==> src/rtl/rope_pkg.sv <==
// ----------------------------------------------------------------------------
// rope_pkg
// Shared constants, register codes and binary32 helper functions.
// ----------------------------------------------------------------------------
package rope_pkg;

	localparam int MAX_ROW = 64;
	localparam int IDX_W   = $clog2(MAX_ROW);
	localparam int CNT_W   = $clog2(MAX_ROW + 1);
	localparam int ROW_W   = 96;

	localparam logic [31:0] CANON_NAN = 32'h7FC0_0000;

	localparam logic [1:0] MODE_HALF    = 2'd0;
	localparam logic [1:0] MODE_ADJ     = 2'd1;
	localparam logic [1:0] MODE_QUARTER = 2'd2;

	localparam logic CFG_MODE    = 1'b0;
	localparam logic CFG_ROW_LEN = 1'b1;

	// leading zero count over 50 bits
	function automatic logic [5:0] lzc50(input logic [49:0] x);
		logic [5:0] n;
		logic       found;
		n = 6'd0;
		found = 1'b0;
		for (int i = 49; i >= 0; i--) begin
			if (!found && x[i]) begin
				n = 6'(49 - i);
				found = 1'b1;
			end
		end
		return n;
	endfunction

	// round a significand with its leading one at bit 47, value sig * 2^(e-174)
	function automatic logic [31:0] fp_round(input logic sign, input logic signed [10:0] e,
			input logic [47:0] sig, input logic st);
		logic [10:0] sh;
		logic [95:0] wide;
		logic [47:0] s2;
		logic        st2;
		logic [23:0] m;
		logic        g;
		logic        rs;
		logic        up;
		logic [9:0]  eb;
		logic [33:0] sum;
		sh = 11'd0;
		if (e < 11'sd1) begin
			sh = 11'(11'sd1 - e);
		end
		if (sh > 11'd49) begin
			sh = 11'd49;
		end
		wide = {sig, 48'b0} >> sh[5:0];
		s2 = wide[95:48];
		st2 = st | (|wide[47:0]);
		m = s2[47:24];
		g = s2[23];
		rs = st2 | (|s2[22:0]);
		up = g & (rs | m[0]);
		eb = (e >= 11'sd1) ? 10'(e - 11'sd1) : 10'd0;
		sum = 34'({eb, 23'b0}) + 34'(m) + 34'(up);
		if (sum >= (34'd255 << 23)) begin
			return {sign, 8'hFF, 23'b0};
		end
		return {sign, sum[30:0]};
	endfunction

endpackage

==> src/rtl/rope_fpu.sv <==
// ----------------------------------------------------------------------------
// rope_fpu
// Multi-cycle binary32 unit computing x*c + p*s with separate roundings.
// ----------------------------------------------------------------------------
module rope_fpu (
	input  logic        clk,
	input  logic        arst_n,
	input  logic        start,
	input  logic [31:0] x,
	input  logic [31:0] c,
	input  logic [31:0] p,
	input  logic [31:0] s,
	output logic        done,
	output logic [31:0] result
);
	import rope_pkg::*;

	typedef enum logic [6:0] {
		F_IDLE  = 7'b0000001,
		F_PROD  = 7'b0000010,
		F_NORM  = 7'b0000100,
		F_RND   = 7'b0001000,
		F_ALIGN = 7'b0010000,
		F_ANORM = 7'b0100000,
		F_ARND  = 7'b1000000
	} fpu_state_t;

	fpu_state_t state_q;
	logic       second_q;
	logic       done_q;
	logic [31:0] x_q, c_q, p_q, s_q, a_q, b_q, result_q;

	// multiply path
	logic [31:0] op0, op1;
	logic [7:0]  e0, e1;
	logic [23:0] m0, m1;
	logic        nan0, nan1, inf0, inf1, z0, z1;

	logic [47:0] prod_s1;
	logic [8:0]  esum_s1;
	logic        sign_s1, spec_s1;
	logic [31:0] specv_s1;
	logic [47:0] sig_s2;
	logic signed [10:0] e_s2;
	logic        sign_s2, spec_s2;
	logic [31:0] specv_s2;
	logic [5:0]  mlz;

	// add path
	logic [7:0]  ea, eb2;
	logic        anan, bnan, ainf, binf;
	logic        swap;
	logic [31:0] big, sml;
	logic [7:0]  ebig, esml, dexp;
	logic [49:0] tbig, tsml;
	logic [99:0] awide;
	logic [49:0] ssh;
	logic [49:0] rsum;
	logic        aspec;
	logic [31:0] aspecv;

	logic [49:0] r_s1;
	logic [7:0]  ae_s1;
	logic        asign_s1, aspec_s1;
	logic [31:0] aspecv_s1;
	logic [47:0] asig_s2;
	logic        ast_s2, azero_s2, asign_s2, aspec_s2;
	logic signed [10:0] ae_s2;
	logic [31:0] aspecv_s2;
	logic [5:0]  alz;
	logic [49:0] rn;

	assign op0 = second_q ? p_q : x_q;
	assign op1 = second_q ? s_q : c_q;

	always_comb begin
		e0 = op0[30:23];
		e1 = op1[30:23];
		m0 = {e0 != 8'd0, op0[22:0]};
		m1 = {e1 != 8'd0, op1[22:0]};
		nan0 = (e0 == 8'hFF) && (op0[22:0] != 23'd0);
		nan1 = (e1 == 8'hFF) && (op1[22:0] != 23'd0);
		inf0 = (e0 == 8'hFF) && (op0[22:0] == 23'd0);
		inf1 = (e1 == 8'hFF) && (op1[22:0] == 23'd0);
		z0 = (op0[30:0] == 31'd0);
		z1 = (op1[30:0] == 31'd0);
	end

	assign mlz = lzc50({prod_s1, 2'b00});

	// adder operand classification and alignment
	always_comb begin
		ea = a_q[30:23];
		eb2 = b_q[30:23];
		anan = (ea == 8'hFF) && (a_q[22:0] != 23'd0);
		bnan = (eb2 == 8'hFF) && (b_q[22:0] != 23'd0);
		ainf = (ea == 8'hFF) && (a_q[22:0] == 23'd0);
		binf = (eb2 == 8'hFF) && (b_q[22:0] == 23'd0);
		aspec = 1'b1;
		aspecv = CANON_NAN;
		if (anan || bnan || (ainf && binf && (a_q[31] != b_q[31]))) begin
			aspecv = CANON_NAN;
		end else if (ainf) begin
			aspecv = a_q;
		end else if (binf) begin
			aspecv = b_q;
		end else if ((a_q[30:0] == 31'd0) && (b_q[30:0] == 31'd0)) begin
			aspecv = {a_q[31] & b_q[31], 31'd0};
		end else begin
			aspec = 1'b0;
		end
		swap = b_q[30:0] > a_q[30:0];
		big = swap ? b_q : a_q;
		sml = swap ? a_q : b_q;
		ebig = (big[30:23] == 8'd0) ? 8'd1 : big[30:23];
		esml = (sml[30:23] == 8'd0) ? 8'd1 : sml[30:23];
		dexp = ebig - esml;
		tbig = {1'b0, big[30:23] != 8'd0, big[22:0], 25'b0};
		tsml = {1'b0, sml[30:23] != 8'd0, sml[22:0], 25'b0};
		awide = {tsml, 50'b0} >> dexp[5:0];
		if (dexp > 8'd49) begin
			ssh = {49'd0, tsml != 50'd0};
		end else begin
			ssh = awide[99:50];
			ssh[0] = ssh[0] | (|awide[49:0]);
		end
		rsum = (big[31] ^ sml[31]) ? (tbig - ssh) : (tbig + ssh);
	end

	assign alz = lzc50(r_s1);
	assign rn = r_s1 << alz;

	always_ff @(posedge clk or negedge arst_n) begin
		if (!arst_n) begin
			state_q <= F_IDLE;
			second_q <= 1'b0;
			done_q <= 1'b0;
		end else begin
			done_q <= 1'b0;
			unique case (state_q)
				F_IDLE: begin
					if (start) begin
						second_q <= 1'b0;
						state_q <= F_PROD;
					end
				end
				F_PROD:  state_q <= F_NORM;
				F_NORM:  state_q <= F_RND;
				F_RND: begin
					if (!second_q) begin
						second_q <= 1'b1;
						state_q <= F_PROD;
					end else begin
						state_q <= F_ALIGN;
					end
				end
				F_ALIGN: state_q <= F_ANORM;
				F_ANORM: state_q <= F_ARND;
				F_ARND: begin
					done_q <= 1'b1;
					state_q <= F_IDLE;
				end
				default: state_q <= F_IDLE;
			endcase
		end
	end

	always_ff @(posedge clk) begin
		if ((state_q == F_IDLE) && start) begin
			x_q <= x;
			c_q <= c;
			p_q <= p;
			s_q <= s;
		end
		// product stage
		prod_s1 <= m0 * m1;
		esum_s1 <= 9'((e0 == 8'd0) ? 8'd1 : e0) + 9'((e1 == 8'd0) ? 8'd1 : e1);
		sign_s1 <= op0[31] ^ op1[31];
		spec_s1 <= nan0 || nan1 || inf0 || inf1 || z0 || z1;
		if (nan0 || nan1 || (inf0 && z1) || (z0 && inf1)) begin
			specv_s1 <= CANON_NAN;
		end else if (inf0 || inf1) begin
			specv_s1 <= {op0[31] ^ op1[31], 8'hFF, 23'd0};
		end else begin
			specv_s1 <= {op0[31] ^ op1[31], 31'd0};
		end
		// normalize stage
		sig_s2 <= prod_s1 << mlz;
		e_s2 <= $signed({2'b00, esum_s1}) - 11'sd126 - $signed({5'b0, mlz});
		sign_s2 <= sign_s1;
		spec_s2 <= spec_s1;
		specv_s2 <= specv_s1;
		if (state_q == F_RND) begin
			if (!second_q) begin
				a_q <= spec_s2 ? specv_s2 : fp_round(sign_s2, e_s2, sig_s2, 1'b0);
			end else begin
				b_q <= spec_s2 ? specv_s2 : fp_round(sign_s2, e_s2, sig_s2, 1'b0);
			end
		end
		// add stages
		r_s1 <= rsum;
		ae_s1 <= ebig;
		asign_s1 <= big[31];
		aspec_s1 <= aspec;
		aspecv_s1 <= aspecv;
		asig_s2 <= rn[49:2];
		ast_s2 <= |rn[1:0];
		ae_s2 <= $signed({3'b000, ae_s1}) + 11'sd1 - $signed({5'b0, alz});
		azero_s2 <= (r_s1 == 50'd0);
		asign_s2 <= asign_s1;
		aspec_s2 <= aspec_s1;
		aspecv_s2 <= aspecv_s1;
		if (state_q == F_ARND) begin
			if (aspec_s2) begin
				result_q <= aspecv_s2;
			end else if (azero_s2) begin
				result_q <= 32'd0;
			end else begin
				result_q <= fp_round(asign_s2, ae_s2, asig_s2, ast_s2);
			end
		end
	end

	assign done = done_q;
	assign result = result_q;

endmodule

==> config.mk <==
export PLATFORM = sky130hd
export DESIGN_NAME = rope_fpu
export DESIGN_NICKNAME = d
export VERILOG_FILES = /design/src/rtl/rope_pkg.sv /design/src/rtl/rope_fpu.sv
export SDC_FILE = /design/constraint.sdc
export NUM_CORES = 2
export LEC_CHECK = 0
export ABC_CLOCK_PERIOD_IN_PS = 13350
export BUFFER_PORTS_ARGS = -buffer_cell sky130_fd_sc_hd__buf_2
export CAP_MARGIN = 20
export CORE_UTILIZATION = 39
export CTS_BUF_LIST = sky130_fd_sc_hd__clkbuf_4 sky130_fd_sc_hd__clkbuf_8
export DETAILED_ROUTE_END_ITERATION = 7
export PLACE_DENSITY = 0.53
export SETUP_SLACK_MARGIN = 0.1
export SYNTH_ARGS = -nofsm -noshare
export SYNTH_HDL_FRONTEND = slang
export SYNTH_SLANG_ARGS = --single-unit
==> constraint.sdc <==
create_clock -name clk -period 13.35 [get_ports clk]
set_input_delay 2.67 -clock clk [delete_from_list [all_inputs] [get_ports clk]]
set_output_delay 2.67 -clock clk [all_outputs]
set_load 0.02 [all_outputs]
* Word level (Yosys, flattened, before mapping)
Cells that the tools add are included. Widths: inputs -> output; s select.
Operators by class: eq/ne operators 13, reductions and logical operators 251, order comparisons 12, multiplexer cells 254, $add $sub $neg 18, shifts and indexed selects 6, $mul 1, bitwise operators 15
Operators by type and width (count):
- $mux 6 | 104
- $mux 32 | 17
- $shr 96x6->96 | 3
- $reduce_or 48->1 | 3
- $logic_not 31->1 | 4
- $mux 1 | 111
- $logic_and 1x1->1 | 110
- $add 33x24->34 | 3
- $add 34x1->34 | 3
- $ge 34x31->1 const B | 3
- $mux 50 | 2
- $shr 99x6->100 | 1
- $mux 11 | 9
- $logic_not 1->1 | 96
- $logic_not 23->1 | 4
- $reduce_bool 23->1 | 4
- $reduce_or 23->1 | 3
- $add 49x50->50 | 1
- $logic_not 50->1 | 1
- $reduce_or 50->1 | 1
- $shl 50x6->50 | 1
- $sub 49x50->50 | 1
- $mul 24x24->48 | 1
- $shl 48x6->48 | 1
- other kinds (45) | 83
Storage, ports and cells: output and inout bits 33, bits in registers 603, logic and storage cells 602, input bits 131

* Depth between registers and ports, before layout
word-level depth 150, mapped depth 51, mapped depth without buffers 46

* Least setup slack after synthesis
No wires, ideal clock.
path kind reg2reg, start reg second_q, end reg prod_s1[44], data arrival time 9.828 ns, library setup time 0.072 ns, buffers on the path 5, cell stages (with the launch flop) 36, slack 3.450 ns, data required time 13.278 ns, path through dfrtp_1 -> buf_1 -> buf_1 -> clkbuf_1 -> buf_1 -> buf_1 -> mux2i_1 -> nor2_1 -> fa_1 -> inv_1 -> fa_1 -> inv_1 -> fa_1 -> ha_1 -> inv_1 -> fa_1 -> inv_1 -> fa_1 -> fa_1 -> ha_1 -> a21o_1 -> a31o_2 -> a2111oi_0 -> nor3_1 -> o211ai_1 -> a31oi_1 -> a41oi_1 -> a211oi_1 -> o41a_1 -> o21ai_0 -> a21boi_0 -> nor3_1 -> o31a_1 -> o21bai_1 -> a21oi_1 -> xnor2_1
On the way: cells in the longest elaborated chain, start to end 3, elaborated cells on any way between the ends 5, classes of those cells mul (1); mux (2); reduce/logical (2)
RTL lines:
- from (decl) | RTL line rope_fpu.sv:29 | logic second_q;
- from (signal assigned) | RTL line rope_fpu.sv:136 | second_q <= 1'b0;
- from (signal assigned) | RTL line rope_fpu.sv:143 | second_q <= 1'b0;
- from (signal assigned) | RTL line rope_fpu.sv:151 | second_q <= 1'b1;
- $mux 32 (on tied branches) | RTL line rope_fpu.sv:73, rope_fpu.sv:74
- $reduce_bool 8->1 (on tied branches) | RTL line rope_fpu.sv:79, rope_fpu.sv:80
- $mul 24x24->48 (*) | RTL line rope_fpu.sv:176 | prod_s1 <= m0 * m1;
- to (signal assigned) | RTL line rope_fpu.sv:176
- to (decl) | RTL line rope_fpu.sv:39 | logic [47:0] prod_s1;
Every way passes the cells marked *; elsewhere a longest branch is shown, timed or not. A chain may end at the register's enable or synchronous reset.

* Worst setup path after layout
start reg a_q[16], end reg r_s1[48]
On the way: cells in the longest elaborated chain, start to end 11, elaborated cells on any way between the ends 20, classes of those cells add/sub (3); order compare (2); shift (1); mux (6); bitwise (2); reduce/logical (6)
RTL lines:
- from (decl) | RTL line rope_fpu.sv:31 | logic [31:0] x_q, c_q, p_q, s_q, a_q, b_q, result_q;
- from (signal assigned) | RTL line rope_fpu.sv:195 | a_q <= spec_s2 ? specv_s2 : fp_round(sign_s2, e_s2, sig_s2, 1'b0);
- $gt 31x31->1 (*) | RTL line rope_fpu.sv:112 | swap = b_q[30:0] > a_q[30:0];
- $mux 32 (*) | RTL line rope_fpu.sv:113 | big = swap ? b_q : a_q;
- $logic_not 8->1 | RTL line rope_fpu.sv:115 | ebig = (big[30:23] == 8'd0) ? 8'd1 : big[30:23];
- $mux 8 (*) | RTL line rope_fpu.sv:115
- net ebig[1] | RTL line rope_fpu.sv:54 | logic [7:0] ebig, esml, dexp;
- $sub 8x8->8 (*) | RTL line rope_fpu.sv:117 | dexp = ebig - esml;
- $shr 99x6->100 | RTL line rope_fpu.sv:120 | awide = {tsml, 50'b0} >> dexp[5:0];
- $reduce_or 50->1 | RTL line rope_fpu.sv:125 | ssh[0] = ssh[0] | (|awide[49:0]);
- $or 1x1->1 | RTL line rope_fpu.sv:125
- $mux 50 (*) | RTL line rope_fpu.sv:121 | if (dexp > 8'd49) begin
- $add 49x50->50 / $sub 49x50->50 (equally long branches) | RTL line rope_fpu.sv:127 | rsum = (big[31] ^ sml[31]) ? (tbig - ssh) : (tbig + ssh);
- $mux 50 (*) | RTL line rope_fpu.sv:127
- net rsum[48] | RTL line rope_fpu.sv:58 | logic [49:0] rsum;
- to (signal assigned) | RTL line rope_fpu.sv:201 | r_s1 <= rsum;
- to (decl) | RTL line rope_fpu.sv:62 | logic [49:0] r_s1;
Mark *: on every way through the listed nets, which the timed path passes. The rest lies on a longest branch.

==> metrics.txt <==
vias in the first global route=49400; Post-Layout Inst Area=62400 µm²; Highest Clock Rate=0.0827 GHz; post_cts resized=0; Reg clk slew, reported paths=0.07 ns; final net count=7709; Slew Limit Fails=0; RSZ-0062 raised after global routing=false; max cap viols=0; Critical Path AT=12.78 ns; hpwl dp=154 mm; clk_lat worst skew=0.82 ns; critical path class=reg2reg; CORE AREA=145000 µm²; Synth Warn #=0; Rel. slew slack=0.246; FF+latch count, synth=545; Root Buffer=clkbuf_8; Antenna Nets Post-Route=0; Worst Tran Pin Value=1.10 ns; Final Critical Period=12.09 ns; Setup crit end kind=flop; initial antenna violation count=4; Tightest Hold Check Type=reg2reg; cell taking the most area after synthesis=fa_1; number of synthesized flops with an enable pin=224; # Post-CTS Setup Buffers=0; outcome=complete, no violations; fillcell total=14600; slowest stage delay, CP=1.01 ns; Critical R2R Launch=a_q[16]; syn_area_per_cell=8.49 µm²; total number of vias=50600; full die area=148000 µm²; hold path start=aspecv_s1[25]; Routed wire per std cell=22.9 µm; Post-route DRC=0; DIE HEIGHT=385 µm; hold_buf cts=0; CTS tree=yes; first-pass GRT wire length=306 mm; share of cells above drive strength 1=0.104; Post-Syn Area=57100 µm²; cell count after synthesis=6722; Seq/Total Area, Yosys=0.231; Final Setup Violations=0; worst setup margin=1.26 ns; Clock Sink Count=545; gpl congestion=0.977; DRT Pass-1 Iters=6; slowest stage cell, crit path=fa_2; most frequent CP cell=a21oi_1; post-route insts no fill=8797; area grow syn2layout=9.39%; Std-Cell Rows=140; Clock Skew=0.0373 ns; io pins=164; DRT iter0 DRCs=4286; width of the die=385 µm; top area cells in the synthesized netlist=fa_1 17%, edfxtp_1 12%, dfxtp_1 11%, ha_1 6.6%, mux2i_1 6.5%; Place WS=1.43 ns; Post-Route WL=202 mm; most used cells in the layout excluding fill and tap cells=924 x nand2_1, 675 x inv_1, 662 x nor2_1; CTS H-tree lvls=3; CTS Buffer Depth=3; dpl cells=8602; largest net degree at the start of global routing=64; Starting Density=0.393; Crit. Startpoint=a_q[16]; CTS Buf Count=101; Final Hold Fails=0; I/O Buffers=163; crit path launch type=flop; Main synth FF type=dfxtp_1; final worst-path cycle share=0.906; Placed Area=60100 µm²; Synth cell types=116; Total Routing Usage GR=0.270; most common cell after layout, fill and taps aside=nand2_1; fraction of registers with async set/reset=0.0165; Via density=5.75; area share of the largest cell type after synthesis=0.171; worst endpoint required time=14.04 ns; setup TNS=0 ns; grt total ovfl=0; critical-path maximum fanout=29
[flip-flops by register name, indices dropped and copies added (netlist names), 3 cells and up]
| name | flops |
|---|---|
| state_q | 7 |
| aspecv_s1 | 32 |
| c_q | 32 |
| esum_s1 | 9 |
| x_q | 32 |
| ae_s1 | 8 |
| b_q | 32 |
| specv_s1 | 3 |
| e_s2 | 11 |
| specv_s2 | 3 |
| aspecv_s2 | 32 |
| result | 32 |
| asig_s2 | 48 |
| sig_s2 | 48 |
| a_q | 32 |
| s_q | 32 |
| ae_s2 | 10 |
| r_s1 | 50 |
| prod_s1 | 48 |
| p_q | 32 |
[metrics by stage]
step	utilization	hold WS (ns)
floorplan	-	0.310
CTS	0.429	0.314
detailed placement	0.413	0.312
finish	0.430	0.315
global placement	0.413	0.310
global route	0.430	0.324
[final timing paths]
path,cells past startpoint,end,slack [ns]
setup / recovery,45,r_s1[48],1.26
hold / removal,0,aspecv_s2[25],0.32
setup reg to reg,45,r_s1[48],1.26
hold reg to reg,0,aspecv_s2[25],0.32
max in group asynchronous,1,state_q[0],11.38
min in group asynchronous,1,done,1.71
[cell type report]
| cell class | count | area (µm²) | share of cell area |
|---|---|---|---|
| clock inverter | 36 | 347 | 0.00555 |
| antenna | 1 | 2.50 | 0.0000401 |
| clock buffer | 155 | 1950 | 0.0313 |
| timing repair buffer | 286 | 1740 | 0.0279 |
| tap | 1917 | 2400 | 0.0384 |
| inverter | 681 | 2560 | 0.0409 |
| sequential | 545 | 13200 | 0.211 |
| multi-input combinational | 5176 | 40200 | 0.644 |
[worst max-delay path: cells and delay by family, from the launching register on]
kind / cells / cell delay, ns
compound gates: 19 / 4.47
fa+ha+maj: 4 / 1.72
buf+inv: 4 / 0.43
flops: 1 / 0.55
mux: 2 / 0.63
simple gates: 16 / 4.12
[kinds of logic after synthesis]
group | share of synthesized area
buffers and inverters | 0.0692
multiplexers | 0.0915
XOR/XNOR | 0.0276
other | 0.0000657
AND/OR/NAND/NOR | 0.189
AO/OA/AOI/OAI | 0.155
adder cells (fa/ha/maj) | 0.237
flip-flops | 0.231
[cells in the mapped netlist, drive strengths merged (21+ instances only)]
library cell,number
nand2,924
inv,678
nor2,672
fa,487
mux2i,370
dfxtp,312
a21oi,307
ha,300
o21ai,294
clkbuf,238
edfxtp,224
nand3,214
nor3,141
xnor2,120
buf,103
mux2,79
nor4,76
and2,63
a211oi,62
a31oi,62
xor2,59
and3,53
nand4,52
o22ai,51
o211ai,49
a21o,45
o31ai,44
nand2b,43
o21a,35
or2,33
nor2b,30
o21bai,29
o221ai,29
mux4,28
a221oi,27
a22o,26
or3,25
a22oi,21
[layer usage]
layer | vias up | global-route usage | routed length, µm
met2 | 1944 | 0.435 | 92800
met3 | 341 | 0.0406 | 13100
li1 | 23500 | - | -
met4 | 2 | 0.0905 | 7000
met1 | 24900 | 0.367 | 89000
met5 | - | 0 | 10
Power is not shown: default switching activity piles up to over one toggle a cycle in this logic, so the estimate is an artifact.
